--- src/rtl/core/ida_pkg.sv ---
package ida_pkg;

   // request and response field widths
   localparam int OPCODE_W      = 2;
   localparam int GIVEN_ID_W    = 6;
   localparam int HANDLE_DATA_W = 32;
   localparam int STATUS_W      = 2;
   localparam int IN_USE_W      = 7;

   localparam int REQ_TDATA_W = 40;
   localparam int RSP_TDATA_W = 48;

   typedef enum logic [OPCODE_W-1:0] {
      OP_ALLOC = 2'd0,
      OP_FREE  = 2'd1,
      OP_READ  = 2'd2,
      OP_NONE  = 2'd3
   } opcode_type;

   typedef enum logic [STATUS_W-1:0] {
      ST_OK     = 2'd0,
      ST_FULL   = 2'd1,
      ST_BAD_ID = 2'd2
   } status_type;

   // write command for the slot-in-use bits
   typedef struct packed {
      logic wr_en;
      logic set;
   } valid_cmd_type;

endpackage

--- src/rtl/core/ida_fwd_ram.sv ---
// Single-port-write RAM with registered read; the most recent write is
// forwarded over a read that was issued on the same edge.
module ida_fwd_ram
   import ida_pkg::*;
#(
   parameter int WIDTH = 32,
   parameter int DEPTH = 64
) (
   input  logic                     clock,
   input  logic                     reset,
   input  logic                     rd_en,
   input  logic [$clog2(DEPTH)-1:0] rd_addr,
   output logic [WIDTH-1:0]         rd_data,
   input  logic                     wr_en,
   input  logic [$clog2(DEPTH)-1:0] wr_addr,
   input  logic [WIDTH-1:0]         wr_data
);

   localparam int AW = $clog2(DEPTH);

   logic [WIDTH-1:0] ram_ff [DEPTH];
   logic [WIDTH-1:0] rd_data_ff;
   logic [AW-1:0]    rd_addr_ff;
   logic             fwd_ok_ff;
   logic [AW-1:0]    fwd_addr_ff;
   logic [WIDTH-1:0] fwd_data_ff;

   always_ff @(posedge clock) begin
      if (wr_en) begin
         ram_ff[wr_addr] <= wr_data;
      end
      if (rd_en) begin
         rd_data_ff <= ram_ff[rd_addr];
         rd_addr_ff <= rd_addr;
      end
   end

   always_ff @(posedge clock) begin
      if (reset) begin
         fwd_ok_ff <= 1'b0;
      end else if (wr_en) begin
         fwd_ok_ff <= 1'b1;
      end
      if (wr_en) begin
         fwd_addr_ff <= wr_addr;
         fwd_data_ff <= wr_data;
      end
   end

   // last write is never older than the read, or already in the array
   assign rd_data = (fwd_ok_ff && (fwd_addr_ff == rd_addr_ff)) ? fwd_data_ff : rd_data_ff;

endmodule

--- src/rtl/core/ida_valid_bits.sv ---
// Slot-in-use bits held in a 1-bit RAM, cleared by a sweep after reset.
module ida_valid_bits
   import ida_pkg::*;
#(
   parameter int DEPTH = 64
) (
   input  logic                     clock,
   input  logic                     reset,
   output logic                     ready,
   input  logic                     rd_en,
   input  logic [$clog2(DEPTH)-1:0] rd_addr,
   output logic                     rd_bit,
   input  valid_cmd_type            cmd,
   input  logic [$clog2(DEPTH)-1:0] wr_addr
);

   localparam int AW = $clog2(DEPTH);
   localparam logic [AW-1:0] LAST_ADDR = AW'(DEPTH - 1);

   logic          bits_ff [DEPTH];
   logic          clr_ff;
   logic [AW-1:0] clr_addr_ff;
   logic          rd_bit_ff;
   logic [AW-1:0] rd_addr_ff;
   logic          fwd_ok_ff;
   logic [AW-1:0] fwd_addr_ff;
   logic          fwd_bit_ff;

   always_ff @(posedge clock) begin
      if (reset) begin
         clr_ff      <= 1'b1;
         clr_addr_ff <= '0;
      end else if (clr_ff) begin
         clr_addr_ff <= clr_addr_ff + 1'b1;
         if (clr_addr_ff == LAST_ADDR) begin
            clr_ff <= 1'b0;
         end
      end
   end

   always_ff @(posedge clock) begin
      if (clr_ff) begin
         bits_ff[clr_addr_ff] <= 1'b0;
      end else if (cmd.wr_en) begin
         bits_ff[wr_addr] <= cmd.set;
      end
      if (rd_en) begin
         rd_bit_ff  <= bits_ff[rd_addr];
         rd_addr_ff <= rd_addr;
      end
   end

   always_ff @(posedge clock) begin
      if (reset) begin
         fwd_ok_ff <= 1'b0;
      end else if (!clr_ff && cmd.wr_en) begin
         fwd_ok_ff <= 1'b1;
      end
      if (cmd.wr_en) begin
         fwd_addr_ff <= wr_addr;
         fwd_bit_ff  <= cmd.set;
      end
   end

   assign ready  = !clr_ff;
   assign rd_bit = (fwd_ok_ff && (fwd_addr_ff == rd_addr_ff)) ? fwd_bit_ff : rd_bit_ff;

endmodule

--- src/rtl/core/id_allocator_handle_table.sv ---
// Timing: the RAMs are read at the accepting edge; the execute stage then loads the
//   response register, raising rsp_tvalid, once no earlier response waits on rsp_tready.
// Throughput: one request per cycle while responses are taken; the execute stage writes
//   back the slot RAM, in-use bits and free stack while the next request reads them,
//   with forwarding. Reset: synchronous; counters and handshakes clear at once, then a
//   sweep of all CAPACITY slots clears the in-use bits; req_tready is low until it ends.
module id_allocator_handle_table
   import ida_pkg::*;
#(
   parameter int CAPACITY     = 64,
   parameter int HANDLE_WIDTH = 32
) (
   input  logic                   clock,
   input  logic                   reset,
   // request: opcode[1:0], given_id[7:2], handle_data[39:8]
   input  logic                   req_tvalid,
   output logic                   req_tready,
   input  logic [REQ_TDATA_W-1:0] req_tdata,
   // response: status[1:0], granted_id[7:2], read_data[39:8], in_use_count[46:40], pad[47]
   output logic                   rsp_tvalid,
   input  logic                   rsp_tready,
   output logic [RSP_TDATA_W-1:0] rsp_tdata
);

   localparam int ID_W  = $clog2(CAPACITY);
   localparam int CNT_W = $clog2(CAPACITY + 1);
   localparam logic [CNT_W-1:0] CAP_CNT = CNT_W'(CAPACITY);

   // request fields
   opcode_type               req_opcode;
   logic [GIVEN_ID_W-1:0]    req_given_id;
   logic [HANDLE_DATA_W-1:0] req_handle_data;

   assign req_opcode      = opcode_type'(req_tdata[OPCODE_W-1:0]);
   assign req_given_id    = req_tdata[OPCODE_W +: GIVEN_ID_W];
   assign req_handle_data = req_tdata[OPCODE_W+GIVEN_ID_W +: HANDLE_DATA_W];

   // execute-stage request register
   logic                    busy_ff;
   opcode_type              op_ff;
   logic [GIVEN_ID_W-1:0]   id_ff;
   logic [HANDLE_WIDTH-1:0] data_ff;

   // allocator state
   logic [CNT_W-1:0] depth_ff, depth_in;
   logic [CNT_W-1:0] fresh_ff, fresh_in;
   logic [CNT_W-1:0] used_ff, used_in;

   // response register
   logic                     rsp_valid_ff;
   status_type               status_ff, status_in;
   logic [GIVEN_ID_W-1:0]    granted_ff, granted_in;
   logic [HANDLE_DATA_W-1:0] rdata_ff, rdata_in;
   logic [IN_USE_W-1:0]      count_ff;

   logic accept;
   logic exec_fire;
   logic clr_done;

   // RAM interfaces
   logic                    slot_vld;
   logic [HANDLE_WIDTH-1:0] slot_handle;
   logic [ID_W-1:0]         stack_top;
   valid_cmd_type           vld_cmd;
   logic [ID_W-1:0]         slot_wr_addr;
   logic                    handle_wr;
   logic                    push;
   logic [ID_W-1:0]         stack_rd_addr;

   // decoded execute-stage values
   logic            in_range;
   logic [ID_W-1:0] id_addr;
   logic            have_stack;
   logic            have_fresh;
   logic [ID_W-1:0] pick;

   // the next request may enter as the current one executes
   assign exec_fire  = busy_ff && (!rsp_valid_ff || rsp_tready);
   assign req_tready = clr_done && (!busy_ff || exec_fire);
   assign accept     = req_tvalid && req_tready;

   always_ff @(posedge clock) begin
      if (reset) begin
         busy_ff <= 1'b0;
      end else if (accept) begin
         busy_ff <= 1'b1;
      end else if (exec_fire) begin
         busy_ff <= 1'b0;
      end
      if (accept) begin
         op_ff   <= req_opcode;
         id_ff   <= req_given_id;
         data_ff <= HANDLE_WIDTH'(req_handle_data);
      end
   end

   assign in_range   = 32'(id_ff) < 32'(CAPACITY);
   assign id_addr    = ID_W'(id_ff);
   assign have_stack = (depth_ff != '0) && (depth_ff <= CAP_CNT);
   assign have_fresh = fresh_ff < CAP_CNT;
   assign pick       = have_stack ? stack_top : ID_W'(fresh_ff);

   always_comb begin
      status_in    = ST_OK;
      granted_in   = '0;
      rdata_in     = '0;
      depth_in     = depth_ff;
      fresh_in     = fresh_ff;
      used_in      = used_ff;
      vld_cmd      = '{wr_en: 1'b0, set: 1'b0};
      slot_wr_addr = id_addr;
      handle_wr    = 1'b0;
      push         = 1'b0;
      unique case (op_ff)
         OP_ALLOC: begin
            slot_wr_addr = pick;
            if (have_stack || have_fresh) begin
               if (have_stack) begin
                  depth_in = depth_ff - 1'b1;
               end else begin
                  fresh_in = fresh_ff + 1'b1;
               end
               vld_cmd    = '{wr_en: exec_fire, set: 1'b1};
               handle_wr  = exec_fire;
               used_in    = used_ff + 1'b1;
               granted_in = GIVEN_ID_W'(pick);
            end else begin
               status_in = ST_FULL;
            end
         end
         OP_FREE: begin
            if (!in_range || !slot_vld) begin
               status_in = ST_BAD_ID;
            end else begin
               // freeing the topmost id retires it instead of stacking it
               if ((fresh_ff != '0) && (CNT_W'(id_addr) == fresh_ff - 1'b1)) begin
                  fresh_in = fresh_ff - 1'b1;
               end else if (depth_ff < CAP_CNT) begin
                  push     = exec_fire;
                  depth_in = depth_ff + 1'b1;
               end
               vld_cmd = '{wr_en: exec_fire, set: 1'b0};
               if (used_ff != '0) begin
                  used_in = used_ff - 1'b1;
               end
            end
         end
         OP_READ: begin
            if (!in_range) begin
               status_in = ST_BAD_ID;
            end else if (slot_vld) begin
               rdata_in = HANDLE_DATA_W'(slot_handle);
            end
         end
         default: begin
         end
      endcase
      if (!exec_fire) begin
         depth_in = depth_ff;
         fresh_in = fresh_ff;
         used_in  = used_ff;
      end
   end

   // the stack is read at the top it will have once the current request is done
   assign stack_rd_addr = ID_W'(depth_in - 1'b1);

   always_ff @(posedge clock) begin
      if (reset) begin
         depth_ff     <= '0;
         fresh_ff     <= '0;
         used_ff      <= '0;
         rsp_valid_ff <= 1'b0;
      end else begin
         depth_ff <= depth_in;
         fresh_ff <= fresh_in;
         used_ff  <= used_in;
         if (exec_fire) begin
            rsp_valid_ff <= 1'b1;
         end else if (rsp_tready) begin
            rsp_valid_ff <= 1'b0;
         end
      end
      if (exec_fire) begin
         status_ff  <= status_in;
         granted_ff <= granted_in;
         rdata_ff   <= rdata_in;
         count_ff   <= IN_USE_W'(used_in);
      end
   end

   ida_valid_bits #(
      .DEPTH (CAPACITY)
   ) u_valid (
      .clock   (clock),
      .reset   (reset),
      .ready   (clr_done),
      .rd_en   (accept),
      .rd_addr (ID_W'(req_given_id)),
      .rd_bit  (slot_vld),
      .cmd     (vld_cmd),
      .wr_addr (slot_wr_addr)
   );

   // handle words; a slot is only ever read through its in-use bit
   ida_fwd_ram #(
      .WIDTH (HANDLE_WIDTH),
      .DEPTH (CAPACITY)
   ) u_handles (
      .clock   (clock),
      .reset   (reset),
      .rd_en   (accept),
      .rd_addr (ID_W'(req_given_id)),
      .rd_data (slot_handle),
      .wr_en   (handle_wr),
      .wr_addr (slot_wr_addr),
      .wr_data (data_ff)
   );

   // LIFO of freed ids
   ida_fwd_ram #(
      .WIDTH (ID_W),
      .DEPTH (CAPACITY)
   ) u_free_stack (
      .clock   (clock),
      .reset   (reset),
      .rd_en   (accept),
      .rd_addr (stack_rd_addr),
      .rd_data (stack_top),
      .wr_en   (push),
      .wr_addr (ID_W'(depth_ff)),
      .wr_data (id_addr)
   );

   assign rsp_tvalid = rsp_valid_ff;
   assign rsp_tdata  = {1'b0, count_ff, rdata_ff, granted_ff, status_ff};

endmodule

--- config.mk ---
export PLATFORM = sky130hd
export DESIGN_NAME = id_allocator_handle_table
export DESIGN_NICKNAME = d
export VERILOG_FILES = /design/src/rtl/core/ida_pkg.sv /design/src/rtl/core/ida_fwd_ram.sv /design/src/rtl/core/ida_valid_bits.sv /design/src/rtl/core/id_allocator_handle_table.sv
export SDC_FILE = /design/constraint.sdc
export NUM_CORES = 2
export LEC_CHECK = 0
export BUFFER_PORTS_ARGS = -buffer_cell sky130_fd_sc_hd__buf_2
export CORE_AREA = 3 3 597 599
export CTS_BUF_LIST = sky130_fd_sc_hd__clkbuf_2
export DETAILED_ROUTE_END_ITERATION = 12
export DIE_AREA = 0 0 600 602
export PLACE_DENSITY = 0.55
export SKIP_LAST_GASP = 1
export SLEW_MARGIN = 30
export SYNTH_ARGS = -nofsm -noshare
export SYNTH_HDL_FRONTEND = slang
export SYNTH_SLANG_ARGS = --single-unit
--- constraint.sdc ---
create_clock -name clock -period 10.33 [get_ports clock]
set_input_delay 0.5165 -clock clock [delete_from_list [all_inputs] [get_ports clock]]
set_output_delay 0.5165 -clock clock [all_outputs]
set_load 0.02 [all_outputs]
# Word level (Yosys, flattened, before mapping)
# Memories as Yosys holds them, arrays and structs flattened. A register that Yosys moved wholly into a read port is not among the register bits.
# Cells that the tools add are included.
classes:
  mux: 52
  n_lt_le_gt_ge: 3
  add_sub_neg: 8
  eq_ne: 11
  n_reduce_logical: 26
ops:
  columns: ["operator", "n"]
  rows:
  - ["$mux W7", 14]
  - ["$pmux W7 S2", 3]
  - ["$mux W32", 1]
  - ["$mux W1", 25]
  - ["$mux W6", 4]
  - ["$add A7 B1 Y7 const B", 3]
  - ["$reduce_bool A7 Y1", 3]
  - ["$sub A7 B1 Y7 const B", 3]
  - ["$eq A6 B6 Y1", 3]
  - ["$lt A7 B7 Y1 const B", 2]
  - ["$logic_and A1 B1 Y1", 9]
  - ["$ne A2 B2 Y1 const B", 4]
  - ["$pmux W2 S2", 2]
  - ["$eq A6 B7 Y1", 1]
  - ["$le A7 B7 Y1 const B", 1]
  - ["$add A6 B1 Y6 const B", 1]
  - ["$eq A6 B6 Y1 const B", 1]
  - ["$mux W2", 3]
  - ["$reduce_and A6 Y1", 1]
  - ["$reduce_bool A2 Y1", 3]
  - ["$sub A6 B1 Y6 const B", 1]
  - ["$reduce_and A2 Y1", 2]
  - ["$logic_not A1 Y1", 3]
  - ["$logic_or A1 B1 Y1", 3]
  - ["4 further kinds", 4]
word_totals:
  ramBits: 2496
  elab_cells: 127
  register_bits: 183
  memories: 3
memory_table:
  columns: ["name", "words", "width", "read_ports", "rd_ports_with_merged_regs", "write_ports", "line", "rtl"]
  rows:
  - ["u_handles.ram_ff", 64, 32, 1, 1, 1, "ida_fwd_ram.sv:21", "logic [WIDTH-1:0] ram_ff [DEPTH];"]
  - ["u_free_stack.ram_ff", 64, 6, 1, 1, 1, "ida_fwd_ram.sv:21", null]
  - ["u_valid.bits_ff", 64, 1, 1, 1, 1, "ida_valid_bits.sv:20", "logic bits_ff [DEPTH];"]

# Logic depth before layout (Yosys ltp)
depth:
  depth_word: 10
  ltp_mapped: 27
  depth_no_buf: 18

# Cells and area by module
# From an unflattened synthesis, not the netlist that was laid out.
hier_totals:
  cells_unflattened: 4951
  area_unflattened_um2: 105512.4
by_module_without_submodules:
  columns: ["module", "area_per_inst_um2", "cells_per_inst", "n_inst"]
  rows:
  - ["ida_fwd_ram (u_handles)", 80413.4, 3435, 1]
  - ["ida_fwd_ram (u_free_stack)", 16085.4, 765, 1]
  - ["id_allocator_handle_table", 5108.6, 454, 1]
  - ["ida_valid_bits", 3905.0, 297, 1]

# Least setup slack after synthesis
# No wires, ideal clock.
synth_path:
  path_kind: "register to register"
  start: "register depth_ff[0]"
  end: "memory u_handles.ram_ff[36][0] (enable)"
  setup_slack_ns: 4.406
  path_buffers: 1
  path_stages_with_launch: 13
  required_time_ns: 9.909
  period_less_slack_ns: 5.924
  setup_ns: 0.421
  arrival_time_ns: 5.503
  path_cell_list: "dfxtp_1 -> clkbuf_1 -> inv_1 -> ha_1 -> or4b_4 -> o21ai_2 -> nand2_2 -> nand2_1 -> nand2_1 -> nor2_1 -> and2_1 -> nand2_1 -> nor2_1"
synth_via:
  elab_chain_cells: 7
synth_rtl:
  columns: ["item", "line", "rtl"]
  rows:
  - ["from (decl)", "id_allocator_handle_table.sv:45", "logic [CNT_W-1:0] depth_ff, depth_in;"]
  - ["from (signal assigned)", "id_allocator_handle_table.sv:175", "depth_ff <= depth_in;"]
  - ["$le A7 B7 Y1 or $reduce_bool A7 Y1 (tied branches)", "id_allocator_handle_table.sv:99", "assign have_stack = (depth_ff != '0) && (depth_ff <= CAP_CNT);"]
  - ["$logic_and A1 B1 Y1 (*)", "id_allocator_handle_table.sv:99", null]
  - ["$logic_or A1 B1 Y1 (*)", "id_allocator_handle_table.sv:117", "if (have_stack || have_fresh) begin"]
  - ["$mux W1 (*)", "id_allocator_handle_table.sv:117", null]
  - ["$mux W1 (*)", "id_allocator_handle_table.sv:114", "unique case (op_ff)"]
  - ["via handle_wr", "id_allocator_handle_table.sv:66", "logic handle_wr;"]
  - ["$mux W1 (*)", "ida_fwd_ram.sv:29", "if (wr_en) begin"]
  - ["$mux W1 (implied by the code) (*)", "ida_fwd_ram.sv:30", "ram_ff[wr_addr] <= wr_data;"]
  - ["to (decl)", "ida_fwd_ram.sv:21", null]
# The timed path passes the listed nets; every way through them passes the cells marked *.

# Worst setup path in the final report
layout_path:
  start: "register fresh_ff[0]"
  end: "register u_free_stack.rd_data_ff[0], read port of u_free_stack.ram_ff, data pin"
layout_via:
  elab_chain_cells: 8
layout_rtl:
  columns: ["item", "line", "rtl"]
  rows:
  - ["from (decl)", "id_allocator_handle_table.sv:46", "logic [CNT_W-1:0] fresh_ff, fresh_in;"]
  - ["from (signal assigned)", "id_allocator_handle_table.sv:176", "fresh_ff <= fresh_in;"]
  - ["$sub A7 B1 Y7", "id_allocator_handle_table.sv:136", "if ((fresh_ff != '0) && (CNT_W'(id_addr) == fresh_ff - 1'b1)) begin"]
  - ["$eq A6 B7 Y1", "id_allocator_handle_table.sv:136", null]
  - ["$logic_and A1 B1 Y1", "id_allocator_handle_table.sv:136", null]
  - ["$mux W7", "id_allocator_handle_table.sv:136", null]
  - ["$mux W7", "id_allocator_handle_table.sv:132", "if (!in_range || !slot_vld) begin"]
  - ["$pmux W7 S2 (*)", "id_allocator_handle_table.sv:114", null]
  - ["$mux W7 (*)", "id_allocator_handle_table.sv:158", "if (!exec_fire) begin"]
  - ["$sub A6 B1 Y6 (*)", "id_allocator_handle_table.sv:166", "assign stack_rd_addr = ID_W'(depth_in - 1'b1);"]
  - ["to (decl)", "ida_fwd_ram.sv:22", "logic [WIDTH-1:0] rd_data_ff;"]
# Every way passes the cells marked *; elsewhere a longest branch is shown, timed or not.
# A chain may end at the register's enable or synchronous reset.

==> out/results.tsv <==
metric	value	unit
status	completed	
remaining_drc_errors	0	
fmax	0.136	GHz
reg2reg_depth	18	
rr_startpoint	fresh_ff[0]$_SDFFE_PP0P_	
ff2ff_setup_slack	2.98	ns
cts_tree	built	
hpwl	143	mm
nets	5761	
die_w	600	µm
rr_endpoint	u_free_stack.rd_data_ff[0]$_DFFE_PP_	
max_slew_margin	0.298	
antenna_found_initial	13	
fin_cells	10800	
grt_setup_unrepaired	false	
path_max_fanout	108	
grt_usage	0.149	
met3WireLength	15.4	mm
finalHoldViolCount	0	
drv_cap	0	
io_buffers	92	
min_path_cells	3	
boundaryPins	94	
first_pass_iters	8	
crit_type	reg2reg	
leakagePower	0.0376	µW
h-tree-depth	6	
p_sw	4510	µW
yosysSeqAreaShare	0.772	
dieHeight	602	µm
wl_met1	108	mm
crit_required	11.80	ns
die_area	0.361	mm²
netlist_area	0.105	mm²
p_int	15000	µW
p_comb_frac	0.034	
yosys_register_bits	2718	
ctsHoldBuffers	116	
gp_congestion	0.844	
worst_setup_path_end_kind	flop	
wirelength	273	mm
antenna_left	0	
dp_cells	9554	
path_clk_slew	0.12	ns
cp.arrival	8.82	ns
hold_path_end	data_ff[10]$_DFFE_PP_	
ir_worst_vdd	0.0852	mV
wl_met2	142	mm
clock_sinks	2718	
start_util	0.299	
switching_share	0.232	
grt_overflow	0	
n_fill_cell	33300	
cts_max_path_buffers	4	
fin_worst_skew	0.264	ns
hp-class	in2reg	
period_share	0.712	
avgRoutedWirePerCell	25.3	µm
tightestPinTransition	1.05	ns
synth_fp_nets	5017	
critPathLaunchType	flop	
p_seq_frac	0.612	
grt_max_degree	120	
period_needed	7.35	ns
grt_pass1_wl	392	mm
synth-edff-count	2685	
drt_iter0_markers	5027	
setup_viol	0	
rows	218	
post-cts-setup-buffer-count	0	
dr.max_layer_used	met5	
syn_avg_cell_area	21.2	µm²
multi_input_area	0.0233	mm²
regArea	0.0813	mm²
ys_async_sr_fraction	0	
synth.distinct_cells	84	
cts_buffers	655	
via_count	53000	
core	0.352	mm²
drive_above_1_share	0.326	
via_per_inst	4.92	
first_global_vias	55700	
setup_tns	0	ns
finalMaxSlewViolations	0	
syn_to_final_growth	13.1	%
clkPwrFrac	0.354	
p_total	19500	µW
synthFlopType	edfxtp_1	
root_buffer	clkbuf_2	
cellPowerDensity	164	mW/mm²
min_from	req_tdata[18]	
synthCells	4963	
clock_latency	1.78	ns
ctsResizeCount	0	
yosys_warnings	0	
per-layer routing:
layer,GRT usage,vias to the layer above
li1,-,22500
met1,0.186,28200
met2,0.260,1909
met3,0.0265,457
met4,0.0489,6
met5,0,-
area by class of cell:
| type | instances | share of cell area |
|---|---|---|
| Inverter | 26 | 0.000882 |
| Multi-Input combinational cell | 1954 | 0.196 |
| Tap cell | 4620 | 0.0485 |
| Sequential cell | 2718 | 0.682 |
| Antenna cell | 11 | 0.000231 |
| Timing Repair Buffer | 352 | 0.0242 |
| Clock inverter | 206 | 0.0108 |
| Clock buffer | 887 | 0.0373 |
flip-flops by register name, summed over array words and instances, names as in the netlist, 2 cells and up:
signal                    count
u_valid.clr_addr_ff           6
rdata_ff                     32
data_ff                      32
u_handles.fwd_addr_ff         6
u_free_stack.rd_data_ff       6
u_free_stack.ram_ff         384
u_handles.ram_ff           2048
u_valid.fwd_addr_ff           6
u_free_stack.fwd_data_ff      6
u_handles.fwd_data_ff        32
granted_ff                    6
u_handles.rd_addr_ff          6
u_handles.rd_data_ff         32
used_ff                       7
count_ff                      7
status_ff                     2
fresh_ff                      7
u_free_stack.fwd_addr_ff      6
op_ff                         2
depth_ff                      7
u_valid.bits_ff              64
u_free_stack.rd_addr_ff       6
per-stage QoR:
step	cell area (µm²)	hold WS, ns	worst slack [ns]	utilization
3_3_place_gp	112000	0.446	2.99	0.319
6_report	119000	0.263	2.98	0.339
4_1_cts	119000	0.00389	2.94	0.338
3_5_place_dp	112000	0.449	2.80	0.319
5_1_grt	119000	0.105	2.56	0.338
2_1_floorplan	105000	0.426	4.41	-
kinds of logic (layout without fill, tap and decap cells):
kind of cell	Yosys count	in the layout	synth area share
DFF	2718	2718	0.772
and+or+nand+nor	859	859	0.0364
muxes	809	809	0.158
buffers and inverters	291	1471	0.0120
AOI/OAI and AO/OA	232	232	0.0168
xor gates and xnor gates	43	43	0.00358
adders and majority gates	10	10	0.00119
other	1	12	0.0000356
cell usage after synthesis (7+ instances only):
cell      number  area [µm²]
a21oi_1       43         215
a221oi_1      13         114
a32o_1        31         310
a32oi_1        7        61.3
a41oi_1        7        61.3
and2_1         9        56.3
buf_1         63         236
buf_2         39         195
buf_4         13        97.6
buf_6         10         113
clkbuf_1     139         522
dfxtp_1       33         661
edfxtp_1    2685       80600
ha_1          10         125
inv_1         24        90.1
mux2_2        11         124
mux2i_1      115        1150
mux4_2       683       15400
nand2_1      304        1140
nand3_1      111         556
nand4_1       41         257
nor2_1       276        1040
nor2b_1       15        93.8
nor3_1        43         215
nor3_2         9        90.1
o21ai_0       36         180
o22ai_1       27         169
o32ai_1        7        61.3
or3_1         11        68.8
xnor2_1       27         236
xor2_1        16         140
how the worst max path moves through the flow:
stage,from,to,cells after the start
after floorplan,depth_ff[0]$_SDFF_PP0_,u_handles.ram_ff[36][0]$_DFFE_PP_,12
after detailed placement,u_handles.rd_addr_ff[2]$_DFFE_PP_,u_free_stack.rd_data_ff[0]$_DFFE_PP_,17
after global placement,u_handles.rd_addr_ff[2]$_DFFE_PP_,u_free_stack.rd_data_ff[0]$_DFFE_PP_,17
after global routing,u_handles.rd_addr_ff[2]$_DFFE_PP_,u_free_stack.rd_data_ff[0]$_DFFE_PP_,17
final,fresh_ff[0]$_SDFFE_PP0P_,u_free_stack.rd_data_ff[0]$_DFFE_PP_,18
after CTS,fresh_ff[0]$_SDFFE_PP0P_,u_free_stack.rd_data_ff[0]$_DFFE_PP_,18
layout by cell type, fill, tap and decap left out, types with 16 or more instances in the layout:
cell / n
a21oi_1: 43
a32o_1: 31
buf_2: 87
buf_4: 135
bufinv_16: 16
clkbuf_2: 887
clkinv_1: 141
dfxtp_1: 33
dlygate4sd3_1: 115
edfxtp_1: 2685
inv_1: 23
inv_2: 18
mux2i_1: 113
mux4_2: 683
nand2_1: 304
nand3_1: 110
nand4_1: 41
nor2_1: 209
nor2_4: 66
nor3_1: 43
o21ai_0: 36
o22ai_1: 27
xnor2_1: 27
critical path: stages, from the launching register on:
cell and delay (ns):
dfxtp_1 0.51, inv_1 0.12, ha_1 0.32, o21ba_1 0.21, a221oi_2 0.26, a41oi_1 0.12
or3_1 0.64, a31oi_4 0.62, nand2_4 0.53, inv_8 0.68, ha_1 0.41, or2_2 0.32
nor3_2 0.41, or2_1 0.17, buf_4 0.45, a32o_1 0.20, o32ai_1 0.12, a2111oi_0 0.73
a41oi_1 0.11
power groups by stage:
stage	Clock, µW	Sequential (µW)	Combinational [µW]
after global placement	0	12200	645
after CTS	7180	11900	683
final	6900	11900	668
after floorplan	0	12200	452
after detailed placement	0	12200	647
after global routing	7710	11900	712
No activity file was read; power rests on OpenSTA's default activity.
